--- src/sv/bzev_pkg.sv ---
`timescale 1ns / 1ps
// Shared types and constants of the Bezier point and derivative evaluator.
// Holds the command word, the operation codes, the sequencer states and the binomial table.
package bzev_pkg;

    localparam int COORD_W = 32;
    localparam int T_W     = 17;
    localparam int IDX_W   = 4;
    localparam int CNT_W   = 4;
    localparam int PW_W    = 31;
    localparam int BIN_W   = 13;
    localparam int BIN_N   = 16;

    localparam logic [T_W-1:0]  ONE_T  = 17'd65536;
    localparam logic [PW_W-1:0] PW_ONE = 31'h4000_0000;

    typedef enum logic [1:0] {
        OP_LOAD  = 2'd0,
        OP_POINT = 2'd1,
        OP_DERIV = 2'd2,
        OP_NONE  = 2'd3
    } t_op;

    typedef enum logic [1:0] {
        K_LOAD,
        K_POINT,
        K_DERIV,
        K_NOP
    } t_kind;

    typedef struct packed {
        t_kind                     kind;
        logic                      we;
        logic [IDX_W-1:0]          idx;
        logic signed [COORD_W-1:0] x;
        logic signed [COORD_W-1:0] y;
        logic signed [COORD_W-1:0] z;
        logic [T_W-1:0]            t;
    } t_cmd;

    typedef enum logic [3:0] {
        S_IDLE,
        S_UPW,
        S_PRE,
        S_RD,
        S_W,
        S_WB,
        S_MUL,
        S_ACC,
        S_RND,
        S_OUT
    } t_state;

    typedef logic [BIN_N-1:0][BIN_N-1:0][BIN_W-1:0] t_binom_tab;

    function automatic t_binom_tab build_binom();
        t_binom_tab tab;
        tab = '0;
        for (int m = 0; m < BIN_N; m++) begin
            tab[m][0] = BIN_W'(1);
            for (int i = 1; i < BIN_N; i++) begin
                if (i <= m) begin
                    tab[m][i] = tab[m-1][i-1] + tab[m-1][i];
                end
            end
        end
        return tab;
    endfunction

    localparam t_binom_tab BINOM = build_binom();

endpackage

--- src/sv/bzev_cmdq.sv ---
`timescale 1ns / 1ps
// Two-entry command queue between the front end and the evaluation engine.
// Depends on bzev_pkg.
module bzev_cmdq (
    input  logic           i_clk,
    input  logic           i_rst_n,
    input  logic           i_push,
    input  bzev_pkg::t_cmd i_cmd,
    input  logic           i_pop,
    output logic           o_full,
    output logic           o_valid,
    output bzev_pkg::t_cmd o_cmd
);

    bzev_pkg::t_cmd r_q [2];
    logic           r_wp;
    logic           r_rp;
    logic [1:0]     r_cnt;

    always_ff @(posedge i_clk) begin
        if (!i_rst_n) begin
            r_wp  <= 1'b0;
            r_rp  <= 1'b0;
            r_cnt <= 2'd0;
        end else begin
            if (i_push) begin
                r_wp <= !r_wp;
            end
            if (i_pop) begin
                r_rp <= !r_rp;
            end
            r_cnt <= r_cnt + 2'(i_push) - 2'(i_pop);
        end
    end

    always_ff @(posedge i_clk) begin
        if (i_push) begin
            r_q[r_wp] <= i_cmd;
        end
    end

    assign o_full  = (r_cnt == 2'd2);
    assign o_valid = (r_cnt != 2'd0);
    assign o_cmd   = r_q[r_rp];

endmodule

--- config.mk ---
export PLATFORM = sky130hd
export DESIGN_NAME = bzev_cmdq
export DESIGN_NICKNAME = d
export VERILOG_FILES = /design/src/sv/bzev_pkg.sv /design/src/sv/bzev_cmdq.sv
export SDC_FILE = /design/constraint.sdc
export NUM_CORES = 1
export LEC_CHECK = 0
export BUFFER_PORTS_ARGS = -buffer_cell sky130_fd_sc_hd__buf_2
export CORE_MARGIN = 2
export CORE_UTILIZATION = 45
export DETAILED_ROUTE_END_ITERATION = 12
export PLACE_DENSITY_LB_ADDON = 0.3
export SLEW_MARGIN = 20
export SYNTH_ARGS = -nofsm -noshare
export SYNTH_HDL_FRONTEND = slang
export SYNTH_SLANG_ARGS = --single-unit
--- constraint.sdc ---
create_clock -name i_clk -period 10.69 [get_ports i_clk]
set_clock_uncertainty 0.15 [all_clocks]
set_input_delay 1.6035 -clock i_clk [delete_from_list [all_inputs] [get_ports i_clk]]
set_output_delay 1.6035 -clock i_clk [all_outputs]
set_load 0.005 [all_outputs]
; ---- After elaboration in Yosys (flattened, before gate mapping)
; Memory sizes are Yosys's and may differ from the RTL's. A register that Yosys moved wholly into a read port is not among the register bits.
; Cells that the tools add are included.
[totals]
ram_bits = 240
elab_cells = 14
memories = 1
input_bits = 124
output_inout_bits = 122
reg_bits = 4
[classes]
n_eq_ne = 1
add_sub_neg = 2
n_mux = 4
n_reduce_logical = 3
[memory_table]
columns = memory, depth, word_bits, rd, rd_clocked_by_memory_dff, write_ports, line_no
row1 = r_q, 2, 120, 1, 1, 1, bzev_cmdq.sv:15  ; bzev_pkg::t_cmd r_q [2];
[op_table]
columns = op, count
row1 = 2-to-1 mux 1 bit, 4
row2 = adder 2 x 1 -> 2 bit, 1
row3 = "equality test 2 bit, second input constant", 1
row4 = logical NOT 1 bit, 2
row5 = nonzero test 2 bit, 1
row6 = subtractor 2 x 1 -> 2 bit, 1

; ---- Longest topological paths before layout
[logic_depth]
ltp_word = 3
depth_mapped = 6
mapped_depth_nobuf = 6

; ---- Least setup slack after synthesis
; Ideal clock, no wire load.
[synth_timing]
path_kind = in2reg
from = in i_push
to = mem r_q[0][0] in the netlist's numbering, enable pin
path_buffers = 0
t_required_ns = 9.925
path_stages = 1
setup_time_ns = 0.615
slack_ns = 3.084
t_arrival_ns = 6.841
cell_sequence = nor2b_1
[synth_via]
elab_chain_cells = 2
[synth_rtl]
columns = item, line_no
row1 = "start, declared", bzev_cmdq.sv:7  ; input logic i_push,
row2 = 2-to-1 mux 1 bit, bzev_cmdq.sv:37  ; if (i_push) begin
row3 = 2-to-1 mux 1 bit (implied by the code), bzev_cmdq.sv:38  ; r_q[r_wp] <= i_cmd;
row4 = "end, declared", bzev_cmdq.sv:15
; Every way passes these cells.

==> impl_metrics.json <==
{
  "status": "finished, final reports clean",
  "worstHoldStart": "r_rp",
  "ys_ff_latch": 245,
  "dieHeight_um": 145,
  "hold_depth": 2,
  "h-tree-depth": 1,
  "cellLeakagePower_nw": 4.16,
  "grt_pass1_vias": 4648,
  "insertion_delay_ps": 510,
  "dp_hpwl_um": 10500,
  "synthMuxAreaShare_pct": 15.1,
  "antenna_found_initial": 2,
  "postRouteAntennaNets": 0,
  "ys_warn_count": 0,
  "slew_headroom_pct": 35.4,
  "regToRegSetupSlack_ps": 8200,
  "synthCells": 394,
  "placed_area_um2": 10400,
  "wl_met2_um": 8010,
  "die_w_um": 145,
  "worstSetupPathType": "register to output pin",
  "regToRegEndpoint": "r_q[1][70]",
  "synth_fa_ha_area_share_pct": 0.281,
  "synth_compound_area_share_pct": 0.0842,
  "drc_errors": 0,
  "period_share_pct": 42.2,
  "hold_buffers": 0,
  "totalWireLength_um": 16600,
  "max_stage_delay_ps": 820,
  "postLayoutCellArea_um2": 11100,
  "crit_fanout": 69,
  "p_comb_share_pct": 9.1,
  "switchingPower_uw": 437,
  "num_vias": 4545,
  "p_clk_share_pct": 37.0,
  "cts_repair_resize_count": 0,
  "syn_area_um2": 8920,
  "synth.distinct_cells": 13,
  "clk_path_buf_depth": 3,
  "dr.pass1.iters": 4,
  "required_ps": 8940,
  "synth_top_family_by_area": "multiplexers",
  "synth.avg_cell_area_um2": 22.6,
  "finalMaxSlewViolations": 0,
  "wl_met1_um": 6790,
  "crit_family": "buffers and inverters",
  "yosys.area_share.simple_pct": 0.631,
  "r2r_cells": 2,
  "ys_seq_area_share_pct": 81.9,
  "cts_tree": "built",
  "numCtsBuffers": 25,
  "clkSinkCount": 245,
  "setup_violations": 0,
  "start_util_pct": 45.8,
  "worst_slew_pin_slew_ps": 969,
  "drive_gt1_share_pct": 59.6,
  "cts-root-buf": "clkbuf_16",
  "critPathBufInv": 2,
  "grt_overflow": 0,
  "worstPathArrival_ps": 2760,
  "path_clk_slew_ps": 60,
  "cp-end-kind": "output pin",
  "core_area_um2": 19500,
  "dr.first_iter.drc_count": 133,
  "grt_max_degree": 84,
  "fillCellCount": 1482,
  "io-pin-count": 246,
  "crit_path_start_kind": "register",
  "routedWlPerCell_um": 17.6,
  "hp-class": "register to register",
  "post-route-min-period_ps": 4510,
  "dieArea_um2": 21000,
  "p_int_mw": 1.66,
  "worst_path_max_delay_cell": "buf_4",
  "postSynthNetCount": 520,
  "post_cts_buffers": 0,
  "vias_per_cell": 4.82,
  "rsz0062_at_grt": "false",
  "crit_chain": "buf_4, mux2_2, buf_2",
  "grt_pass1_wl_um": 23800,
  "wl_met3_um": 1460,
  "port_buffers": 245,
  "nets": 783,
  "maxUsedRoutingLayer": "met5",
  "maxClockFrequency_mhz": 222,
  "pwr_density_cell_nw_per_um2": 188,
  "area_delta_synth_final_pct": 25.0,
  "grt_usage_pct": 14.7,
  "tns_ps": 0,
  "globalplace.congestion": 0.752,
  "r2r-start": "r_wp",
  "finalHoldViolCount": 0,
  "row_count": 51,
  "seqCellArea_um2": 7310,
  "p_seq_share_pct": 53.9,
  "multi_input_area_um2": 1480,
  "switching_share_pct": 20.9,
  "synthXorXnorAreaFrac_pct": 0.351,
  "vdd_ir_drop_max_v": 0.000108,
  "maxCapViolCount": 0
}
Yosys cell counts (all sizes together):
master,count,share of area [%]
xor2,1,0.098
dfxtp,5,1.1
inv,2,0.084
buf,13,1.5
ha,2,0.28
edfxtp,240,81
mux2,120,15
nor2b,4,0.28
and2,4,0.28
xnor3,1,0.25
o21a,1,0.084
or2,1,0.070
stage by stage:
| stage | setup WS [ps] | total power, mW | cells | util [%] | hold WS (ps) |
|---|---|---|---|---|---|
| detailed placement | 6330 | 1.34 | 894 | 53.3 | 432 |
| finish | 6180 | 2.10 | 942 | 57.3 | 466 |
| global placement | 6450 | 1.34 | 894 | 53.3 | 406 |
| floorplan | 3080 | 1.26 | 394 | - | 405 |
| global route | 5990 | 2.18 | 942 | 57.3 | 475 |
| CTS | 6090 | 2.12 | 940 | 57.1 | 459 |
cell families (layout without fill, tap and decap cells):
| group | count (synthesis) | count (layout) |
|---|---|---|
| AOI/OAI and AO/OA | 1 | 1 |
| xor gates and xnor gates | 2 | 2 |
| and+or+nand+nor | 9 | 9 |
| buffers and inverters | 15 | 297 |
| adders and majority gates | 2 | 2 |
| other | 0 | 1 |
| DFF | 245 | 245 |
| muxes | 120 | 120 |
per-layer routing:
metal	vias to the layer above	GRT usage (%)
met5	-	0
met4	2	3.99
met3	30	4.41
met2	173	25.3
met1	2243	18.2
li1	2097	-
area by class of cell:
cell class	instances	share of cell area, %
repair buffers	249	11.5
multi-input cells	134	13.3
diodes	1	0.0224
clock inverters	8	0.359
clock buffers	38	6.23
inverters	2	0.0673
flip-flops and latches	245	65.6
well taps	265	2.97
sequential cells by signal (all words and copies together), names as in the netlist, named ones only:
name and cells:
r_cnt 2, r_q 240, r_rp 1, r_wp 1
worst max path at each step:
stage | slack (ps) | endpoint | from | depth (start not counted)
CTS | 6090 | o_cmd[21] | register | 3
global placement | 6450 | r_q[0][75] | i_push | 3
detailed placement | 6330 | r_q[0][18] | i_push | 3
finish | 6180 | o_cmd[119] | register | 3
global route | 5990 | o_cmd[66] | register | 3
floorplan | 3080 | r_q[0][0] | i_push | 1
power by group through the flow:
stage	Clock, mW	Sequential [mW]	Combinational [mW]
finish	0.777	1.13	0.191
global route	0.836	1.14	0.210
CTS	0.799	1.13	0.192
detailed placement	0	1.15	0.191
global placement	0	1.15	0.187
floorplan	0	1.15	0.110
worst min-delay path: stages, from the launching register on:
cell	delay, ps
dfxtp_1	340
xor2_1	80
and2_1	150
placed cells by master, fill, tap and decap left out, types with 2 or more instances in the layout:
| cell type | instances |
|---|---|
| clkbuf_1 | 11 |
| buf_4 | 2 |
| ha_1 | 2 |
| edfxtp_1 | 240 |
| clkbuf_8 | 2 |
| buf_2 | 245 |
| clkinv_1 | 5 |
| mux2_2 | 120 |
| nor2b_1 | 3 |
| dfxtp_1 | 4 |
| clkbuf_16 | 25 |
| and2_1 | 3 |
| inv_1 | 2 |
(Power assumes the default switching activity.)
