$ cat config.mk
export PLATFORM = sky130hd
export DESIGN_NAME = bzev_front
export DESIGN_NICKNAME = d
export VERILOG_FILES = /design/src/sv/bzev_pkg.sv /design/src/sv/bzev_front.sv
export SDC_FILE = /design/constraint.sdc
export NUM_CORES = 1
export LEC_CHECK = 0
export BUFFER_PORTS_ARGS = -buffer_cell sky130_fd_sc_hd__buf_2
export CORE_AREA = 4 4 92 94
export DETAILED_ROUTE_END_ITERATION = 10
export DIE_AREA = 0 0 96 98
export MAX_ROUTING_LAYER = met4
export SLEW_MARGIN = 20
export SYNTH_ARGS = -nofsm -noshare
export SYNTH_HDL_FRONTEND = slang
export SYNTH_SLANG_ARGS = --single-unit
$ cat constraint.sdc
create_clock -name vclk -period 2.82
set_clock_uncertainty 0.15 [all_clocks]
set_input_delay 0.282 -clock vclk [all_inputs]
set_output_delay 0.282 -clock vclk [all_outputs]
set_load 0.02 [all_outputs]
$ cat src/sv/bzev_pkg.sv
`timescale 1ns / 1ps
// Shared types and constants of the Bezier point and derivative evaluator.
// Holds the command word, the operation codes, the sequencer states and the binomial table.
package bzev_pkg;

    localparam int COORD_W = 32;
    localparam int T_W     = 17;
    localparam int IDX_W   = 4;
    localparam int CNT_W   = 4;
    localparam int PW_W    = 31;
    localparam int BIN_W   = 13;
    localparam int BIN_N   = 16;

    localparam logic [T_W-1:0]  ONE_T  = 17'd65536;
    localparam logic [PW_W-1:0] PW_ONE = 31'h4000_0000;

    typedef enum logic [1:0] {
        OP_LOAD  = 2'd0,
        OP_POINT = 2'd1,
        OP_DERIV = 2'd2,
        OP_NONE  = 2'd3
    } t_op;

    typedef enum logic [1:0] {
        K_LOAD,
        K_POINT,
        K_DERIV,
        K_NOP
    } t_kind;

    typedef struct packed {
        t_kind                     kind;
        logic                      we;
        logic [IDX_W-1:0]          idx;
        logic signed [COORD_W-1:0] x;
        logic signed [COORD_W-1:0] y;
        logic signed [COORD_W-1:0] z;
        logic [T_W-1:0]            t;
    } t_cmd;

    typedef enum logic [3:0] {
        S_IDLE,
        S_UPW,
        S_PRE,
        S_RD,
        S_W,
        S_WB,
        S_MUL,
        S_ACC,
        S_RND,
        S_OUT
    } t_state;

    typedef logic [BIN_N-1:0][BIN_N-1:0][BIN_W-1:0] t_binom_tab;

    function automatic t_binom_tab build_binom();
        t_binom_tab tab;
        tab = '0;
        for (int m = 0; m < BIN_N; m++) begin
            tab[m][0] = BIN_W'(1);
            for (int i = 1; i < BIN_N; i++) begin
                if (i <= m) begin
                    tab[m][i] = tab[m-1][i-1] + tab[m-1][i];
                end
            end
        end
        return tab;
    endfunction

    localparam t_binom_tab BINOM = build_binom();

endpackage

$ cat src/sv/bzev_front.sv
`timescale 1ns / 1ps
// Front end: takes input items and turns them into queue commands.
// Depends on bzev_pkg.
module bzev_front #(
    parameter int MAX_POINTS = 10
) (
    input  logic                                i_start,
    input  logic                                i_full,
    input  logic [1:0]                          i_operation,
    input  logic [bzev_pkg::IDX_W-1:0]          i_point_index,
    input  logic signed [bzev_pkg::COORD_W-1:0] i_coord_x,
    input  logic signed [bzev_pkg::COORD_W-1:0] i_coord_y,
    input  logic signed [bzev_pkg::COORD_W-1:0] i_coord_z,
    input  logic [bzev_pkg::T_W-1:0]            i_param_t,
    output logic                                o_push,
    output bzev_pkg::t_cmd                      o_cmd,
    output logic                                o_busy
);

    always_comb begin
        o_cmd.idx = i_point_index;
        o_cmd.x   = i_coord_x;
        o_cmd.y   = i_coord_y;
        o_cmd.z   = i_coord_z;
        o_cmd.t   = (i_param_t > bzev_pkg::ONE_T) ? bzev_pkg::ONE_T : i_param_t;
        o_cmd.we  = ({1'b0, i_point_index} < 5'(MAX_POINTS));
        case (bzev_pkg::t_op'(i_operation))
            bzev_pkg::OP_LOAD:  o_cmd.kind = bzev_pkg::K_LOAD;
            bzev_pkg::OP_POINT: o_cmd.kind = bzev_pkg::K_POINT;
            bzev_pkg::OP_DERIV: o_cmd.kind = bzev_pkg::K_DERIV;
            default:            o_cmd.kind = bzev_pkg::K_NOP;
        endcase
    end

    assign o_busy = i_full;
    assign o_push = i_start && !i_full;

endmodule

-- Word-level counts from Yosys, hierarchy flattened
Cells that the tools add are included.
- flip-flop bits (word level): 0
- logic and storage cells: 9
- magnitude comparators: 2
- equality and inequality tests: 2
- multiplexer cells: 2
- reduce and logical (&&, ||, !) cells: 3
- operators with widths (cell ; number):
    $gt A17 B17 Y1 const B ; 1
    $mux W17 ; 1
    $pmux W2 S3 ; 1
    $lt A4 B4 Y1 const B ; 1
    $eq A2 B1 Y1 const B ; 1
    $eq A2 B2 Y1 const B ; 1
    $logic_not A2 Y1 ; 1
    $logic_and A1 B1 Y1 ; 1
    $logic_not A1 Y1 ; 1

-- Logic depth before layout (Yosys ltp)
Gate-level depths: netlist of the first run.
- word-level depth: 2
- depth in mapped cells: 3
- gate-level depth less buffers: 3

-- Worst setup path before layout of the first run
Ideal clock, no wire load.
- path kind: input-to-output
- from: input i_param_t[5] (netlist bit)
- to: output o_cmd[10] (netlist bit)
- arrival: 1200 ps
- data required time: 2388 ps
- slack: 1188 ps
- stages on the path: 3
- cells stage by stage: nor4_2 a41oi_4 nor2b_1
- RTL lines (element ; line ; text):
    start, declared ; bzev_front.sv:14 ; input logic [bzev_pkg::T_W-1:0] i_param_t,
    end, declared ; bzev_front.sv:16 ; output bzev_pkg::t_cmd o_cmd,

==> key figures, run 1 <==
Run status
  • Status: finished clean

Power
  • Pwr Density: 145 mW/mm2
  • Internal power: 0.0000321 W
  • Max IR drop VDD: 0.00893 mV
  • Switching power: approximately 0.00005 W
  • Combinational share of power: 100.0%
  • Net Sw Frac: 61.0%
  • Leakage: 0.245 nW
  • Power share of the clock group: 0%
  • Sequential share of power: 0%

Floorplanning
  • Initial core utilization: 12.8%
  • Die Y-Extent: a little under 100 um
  • Core Box Area: roughly 0.0076 mm2
  • Die extent in x: 96 um
  • Die area: ~0.0094 mm2
  • Standard-cell rows: 32
  • Boundary Pins: 243

STA
  • Final period utilization: about two thirds
  • Final slew viol count: 0
  • Fin crit period: 1.85 ns
  • Slew headroom: 71.1%
  • RSZ-0062 raised after global routing: no
  • Final Hold Fails: 0
  • Setup TNS Final: 0 ns
  • Final count of negative-setup-slack endpoints: 0
  • Slew @ Worst Pin: 0.432 ns
  • F_max: between 500 and 600 MHz

Global route
  • Vias in the first global route: 508
  • Total track usage: 4.43%
  • Met3 usage: 2.23%
  • First-pass GRT wire length: 3.02 mm
  • Initial antenna violation count: 1
  • Met1 Track Usage GR: approximately 3.6%
  • Overflow after GRT: 0
  • Met2 Use GR: 5.31%
  • Pin count of the biggest net entering global routing: 11
  • GRT busiest layer: met4

Synthesis
  • Synth warn: 0
  • Synth area leaders: buf_4, nor2b_1, nor4_4, a41oi_4, nor4_2
  • Synth cell types: 9
  • Post-Syn Nets: 249
  • Post-synth top area share: between 70% and 80%
  • Post-synthesis sequential area ratio: 0%
  • Synth Instances: 128
  • Mapped Area: around 980 um2
  • Synth area leader: buf_4
  • Mean post-synth cell area: 7.67 um2

Min path
  • Hold path start: i_coord_z[11]
  • Hold WC Path Type: in -> out
  • Hold depth: 0

CTS
  • Postcts setup bufs: 0
  • # hold bufs at CTS: 0
  • Number of gates resized after CTS: 0

Placement
  • HPWL after detailed placement: 2.17 mm
  • Routability congestion estimate: 0.643
  • Port bufs: 45

Routing
  • Initial detailed-routing violation count: 0
  • DR WL/cell: 14.3 um
  • Final ANT Viol Nets: 0
  • Final wirelength: ~2.5 mm
  • Vias/cell: between 2 and 3
  • DR DRC count: 0
  • Drt first pass iters: 1
  • Vias: 476

Worst setup path
  • WS Path Type: in -> out
  • Worst path required time: 2.39 ns
  • CP Launch Point: i_param_t[5]
  • CP endpoint: o_cmd[10]
  • Worst setup EP type: output port
  • Critical path peak fanout: 10
  • Setup crit start kind: input port
  • WP data arrival: between 1 and 1.5 ns

Final layout
  • Layout cells sized above 1: 73.9%
  • # clk buffers: 0
  • Number of sequential cells: 0
  • FF/Latch Area: 0 um2
  • Syn-to-layout area delta: -42.2%
  • FILL cells: 906
  • Nets: 192
  • Final core utilization: between 7 and 8%

Job
  • Max-Cap Viols: 0
area by class of cell:
class	count	area, um2	area share [%]
Timing Repair Buffer	45	225	39.6
Tap cell	102	128	22.5
Inverter	1	3.75	0.661
Antenna cell	1	2.50	0.441
Multi-Input combinational cell	23	209	36.8
worst max-delay path, stage by stage:
cell and delay (ns):
buf_2 0.11, nor4_2 0.38, a41oi_4 0.28, nor2b_1 0.18, buf_2 0.19
worst min path at each step:
stage	end	slack, ns
6_report	o_cmd[28]	0.41
4_1_cts	o_cmd[111]	0.41
5_1_grt	o_cmd[74]	0.41
3_3_place_gp	o_cmd[111]	0.41
2_1_floorplan	o_cmd[0]	0.49
3_5_place_dp	o_cmd[111]	0.41
synth_stat cells:
cell and instances:
nor2b_2 1, o21ai_0 1, clkbuf_1 3, nor4_4 2
a41oi_4 1, nor4_2 2, inv_1 1, buf_4 101
nor2b_1 16
kinds of logic (layout without fill, tap and decap cells):
family	Yosys count	after routing	share of synthesized area, %
buffers and inverters	105	46	78.7
AND/OR/NAND/NOR	21	21	18.0
AO/OA/AOI/OAI	2	2	3.31
other	0	1	0
placed cells by master, fill, tap and decap left out:
cell,n
nor4_4,2
inv_1,1
nor2b_1,16
o21ai_0,1
nor2b_2,1
diode_2,1
nor4_2,2
a41oi_4,1
buf_2,45
power by group through the flow:
stage	registers (W)	clock network, W	logic, W
floorplan	0	0	0.000248
global placement	0	0	0.0000833
detailed placement	0	0	0.0000844
CTS	0	0	0.0000847
global route	0	0.0000000000474	0.0000894
finish	0	0.0000000000474	0.0000821
routing by layer:
metal / vias to the layer above / wire length (um)
met3: 58 / 506
met1: 180 / 709
li1: 176 / -
met5: - / 0
met4: 0 / 435
met2: 62 / 810
through the flow:
stage	cell area (um2)	cells	hold slack, ns	worst slack, ns	total power (W)
5_1_grt	568	172	0.414	0.842	0.0000894
6_report	568	172	0.414	0.966	0.0000821
4_1_cts	566	171	0.414	0.883	0.0000847
2_1_floorplan	982	128	0.492	1.19	0.000248
3_5_place_dp	566	171	0.414	0.892	0.0000844
3_3_place_gp	566	171	0.414	0.911	0.0000833
No activity file was read; power rests on OpenSTA's default activity.
==> run 2, diff against run 1 <==
==> constraint.sdc (replaced) <==
create_clock -name vclk -period 1.59
set_clock_uncertainty 0.15 [all_clocks]
set_input_delay 0.159 -clock vclk [all_inputs]
set_output_delay 0.159 -clock vclk [all_outputs]
set_load 0.02 [all_outputs]
==> run 2 against run 1 <==
Sequential share of layout area unchanged. Largest power group unchanged. Utilization increased by 1.5 points. Non-clock buffer count increased by 5. First-iteration DRC count unchanged. Count of clock-buffer cells in the layout unchanged. Power increased by 110%. Global-route usage increased by 0.45 points. Flip-flop and latch count unchanged.
==> key figures, run 2 (synthesis results as in run 1) <==
Min path
  • Hold depth: 0
  • Hold Path Sink: o_cmd[28]
  • Hold WC Path Type: in -> out
  • Hold path start: i_coord_z[11]

Placement
  • Port bufs: 45
  • Routability congestion estimate: 0.658
  • Pre-CTS WS: -0.0725 ns
  • HPWL after detailed placement: 2.21 mm

STA
  • Final slew viol count: 0
  • Final period utilization: 95.5%
  • Final count of negative-setup-slack endpoints: 0
  • Fin crit period: 1.52 ns
  • PnR worst setup slack: approximately 0.072 ns
  • F_max: 659 MHz
  • RSZ-0062 raised after global routing: no
  • Slew @ Worst Pin: 0.263 ns
  • Slew headroom: 82.4%
  • Final Hold Fails: 0

Final layout
  • Most common cell after layout, fill and taps aside: buf_2
  • Layout cells sized above 1: 76.0%
  • Syn-to-layout area delta: -30.6%
  • # clk buffers: 0
  • Diode count: 0
  • Nets: 198
  • FF/Latch Area: 0 um2
  • Most frequent cells in the layout: buf_2, nor2b_1, buf_4
  • Number of sequential cells: 0

Routing
  • Final ANT Viol Nets: 0
  • Vias: 522
  • DR WL/cell: roughly 15 um
  • Final wirelength: 2.66 mm
  • DR top layer: met4
  • DR DRC count: 0
  • Initial detailed-routing violation count: 0
  • Drt first pass iters: 1
  • Routed wl met3: 448 um
  • WL met2: 930 um
  • Vias/cell: 2.95
  • Metal-1 WL: 849 um

Job
  • Max-Cap Viols: 0

Global route
  • First-pass GRT wire length: 3.31 mm
  • Overflow after GRT: 0
  • Total track usage: 4.88%
  • Initial antenna violation count: 0
  • Pin count of the biggest net entering global routing: 8
  • Vias in the first global route: 548

Power
  • Internal power: between 0.00007 and 0.00008 W
  • Combinational share of power: 100.0%
  • Net Sw Frac: 57.3%
  • Pwr Density: between 200 and 300 mW/mm2
  • Max IR drop VDD: ~0.021 mV
  • Power share of the clock group: 0%
  • Design Power: between 0.00015 and 0.0002 W
  • Switching power: 0.0000990 W
  • Sequential share of power: 0%
  • Leakage: 0.285 nW

Floorplanning
  • Die area: 0.00941 mm2
  • Boundary Pins: 243
  • Initial core utilization: approximately an eighth
  • Die Y-Extent: 98 um
  • Standard-cell rows: 32
  • Core Box Area: 0.00765 mm2
  • Die extent in x: 96 um

Worst setup path
  • Worst setup EP type: output port
  • Setup crit start kind: input port
  • Critical path's most frequent cell: buf_4
  • Delay-heaviest family, CP: buffers and inverters
  • CP bufs+invs: 3
  • Worst path required time: ~1.3 ns
  • Cells along the critical path: buf_2 -> nor4_4 -> buf_4 -> a41oi_4 -> nor2b_1 -> buf_4
  • Worst path slowest cell: nor4_4
  • Critical path peak fanout: 5
  • Worst stage delay on the critical path: 0.25 ns
  • WS Path Type: in -> out
  • WP data arrival: 1.21 ns

Run status
  • Status: finished clean

CTS
  • # hold bufs at CTS: 0
run 2: through the flow:
step | setup TNS (ns) | hold slack, ns | util [%] | cells | cell area, um2
2_1_floorplan | 0 | 0.246 | - | 128 | 982
3_3_place_gp | -0.184 | 0.168 | 7.59 | 173 | 581
3_5_place_dp | -0.258 | 0.168 | 7.59 | 173 | 581
4_1_cts | 0 | 0.168 | 8.44 | 176 | 646
5_1_grt | 0 | 0.168 | 8.92 | 177 | 682
6_report | 0 | 0.168 | 8.92 | 177 | 682
run 2: power groups by stage:
stage | clock network (W) | logic (W) | registers, W
finish | 0 | 0.000173 | 0
global route | 0 | 0.000185 | 0
CTS | 0 | 0.000168 | 0
detailed placement | 0 | 0.000153 | 0
global placement | 0 | 0.000151 | 0
floorplan | 0 | 0.000440 | 0
run 2: worst max path at each step:
stage            startpoint  depth (start not counted)        end  slack [ns]
2_1_floorplan  i_param_t[5]                          3  o_cmd[10]        0.20
5_1_grt        i_param_t[9]                          6  o_cmd[10]      0.0002
4_1_cts        i_param_t[3]                          5  o_cmd[14]       0.006
6_report       i_param_t[2]                          6  o_cmd[10]        0.07
3_3_place_gp   i_param_t[0]                          5  o_cmd[10]       -0.05
3_5_place_dp   i_param_t[0]                          5  o_cmd[10]       -0.07
run 2: area by class of cell:
type                            count  area, um2
Multi-Input combinational cell     24        254
Tap cell                          102        128
Fill cell                         899       6970
Timing Repair Buffer               50        297
Inverter                            1       3.75
run 2: metal layers:
layer / vias to the layer above / track usage (%)
met3: 58 / 1.77
met1: 211 / 4.58
li1: 191 / -
met2: 62 / 6.00
met5: - / -
met4: 0 / 7.66
run 2: repair_timing:
item | CTS | global route
hold endpoints to repair | 0 | 0
setup buffers | 2 | 1
resized for setup | 10 | 5
endpoints found under the setup margin | 10 | 9
pin swaps | 5 | 4
cloned | 1 | 0
==> run 3, diff against run 2 <==
--- a/config.mk
+++ b/config.mk
@@ -9,7 +9,6 @@
 export CORE_AREA = 4 4 92 94
 export DETAILED_ROUTE_END_ITERATION = 10
 export DIE_AREA = 0 0 96 98
-export MAX_ROUTING_LAYER = met4
 export SLEW_MARGIN = 20
 export SYNTH_ARGS = -nofsm -noshare
 export SYNTH_HDL_FRONTEND = slang
==> run 3 against run 2 <==
First-iteration DRC count unchanged. Highest routed layer unchanged. Routed wire length unchanged. Cell area unchanged. Critical endpoint unchanged.
==> key figures, run 3 (synthesis results as in run 1) <==
Final layout
  • FF/Latch Area: 0 um2
  • Number of sequential cells: 0
  • Layout cells sized above 1: between 70% and 80%
  • Most frequent cells in the layout: buf_2, nor2b_1, buf_4
  • Most common cell after layout, fill and taps aside: buf_2
  • Diode count: 0
  • Syn-to-layout area delta: -30.6%
  • Post-Layout Cell Count: 177
  • Final core utilization: 8.92%
  • # clk buffers: 0
  • Nets: approximately 200

Worst setup path
  • Delay-heaviest family, CP: buffers and inverters
  • Worst setup EP type: output port
  • Cells along the critical path: buf_2 -> nor4_4 -> buf_4 -> a41oi_4 -> nor2b_1 -> buf_4
  • Critical path peak fanout: 5
  • Critical path's most frequent cell: buf_4
  • Setup crit start kind: input port
  • WP data arrival: 1.21 ns
  • Worst path required time: 1.28 ns
  • Worst stage delay on the critical path: 0.25 ns
  • CP bufs+invs: 3
  • WS Path Type: in -> out
  • Worst path slowest cell: nor4_4

Placement
  • Pre-CTS WS: -0.0725 ns
  • Routability congestion estimate: between 0.6 and 0.7
  • Placed cells: 173
  • Port bufs: 45
  • HPWL after detailed placement: approximately 2.2 mm

STA
  • Slew headroom: 82.1%
  • Fin crit period: 1.52 ns
  • PnR worst setup slack: 0.0669 ns
  • RSZ-0062 raised after global routing: no
  • Final count of negative-setup-slack endpoints: 0
  • Final slew viol count: 0
  • Slew @ Worst Pin: about 0.27 ns
  • Final Hold Fails: 0
  • Final period utilization: 95.8%
  • F_max: about 660 MHz

Routing
  • Final wirelength: 2.66 mm
  • Drt first pass iters: 1
  • Initial detailed-routing violation count: 0
  • Vias: 522
  • Vias/cell: 2.95
  • DR DRC count: 0
  • DR WL/cell: 15.1 um
  • Final ANT Viol Nets: 0

Floorplanning
  • Die extent in x: 96 um
  • Core Box Area: ~0.0076 mm2
  • Die area: 0.00941 mm2
  • Standard-cell rows: 32
  • Die Y-Extent: 98 um
  • Initial core utilization: 12.8%
  • Boundary Pins: 243

Min path
  • Hold WC Path Type: in -> out

Global route
  • First-pass GRT wire length: 3.33 mm
  • Total track usage: around 4.7%
  • Initial antenna violation count: 0
  • Vias in the first global route: 542
  • Pin count of the biggest net entering global routing: 8
  • Overflow after GRT: 0

Job
  • Max-Cap Viols: 0

Run status
  • Status: finished clean

Power
  • Max IR drop VDD: around 0.021 mV
  • Leakage: 0.285 nW
  • Pwr Density: 254 mW/mm2
[run 3: cell counts in the layout (fill, tap and decap cells not counted)]
No cell type changed its count.
[run 3: per-layer routing]
metal	GRT usage, %	vias up	wire [um]
met5	0	-	0
li1	-	189	-
met2	6.00	62	929
met3	2.47	58	515
met1	4.17	213	783
met4	7.66	0	435
[run 3: worst paths after layout]
path | start | cells after the start | slack [ns] | to
setup / recovery | i_param_t[2] | 6 | 0.07 | o_cmd[10]
hold / removal | i_coord_x[31] | 0 | 0.17 | o_cmd[112]
[run 3: what timing repair did]
action / CTS / global route
pin swaps: 5 / 5
gates resized for setup: 10 / 5
hold buffers: 0 / 0
gates cloned: 1 / 0
setup endpoints to repair: 10 / 9
setup buffers: 2 / 1
[run 3: cell type report]
type / count / area, um2
fill: 899 / 6970
multi-input combinational: 24 / 254
tap: 102 / 128
inverter: 1 / 3.75
timing repair buffer: 50 / 297
[run 3: power breakdown]
part	leakage (nW)	internal, W	switching (W)	total (W)
Combinational	0.285	0.0000739	0.0000993	0.000173
Sequential	0	0	0	0
Clock	0	0	0	0
[run 3: metrics by stage]
stage          hold slack (ns)  total power, W  instance area (um2)  TNS (ns)
2_1_floorplan            0.246        0.000440                  982         0
3_3_place_gp             0.168        0.000151                  581    -0.184
3_5_place_dp             0.168        0.000153                  581    -0.258
4_1_cts                  0.168        0.000168                  646         0
5_1_grt                  0.168        0.000185                  682         0
6_report                 0.168        0.000173                  682         0
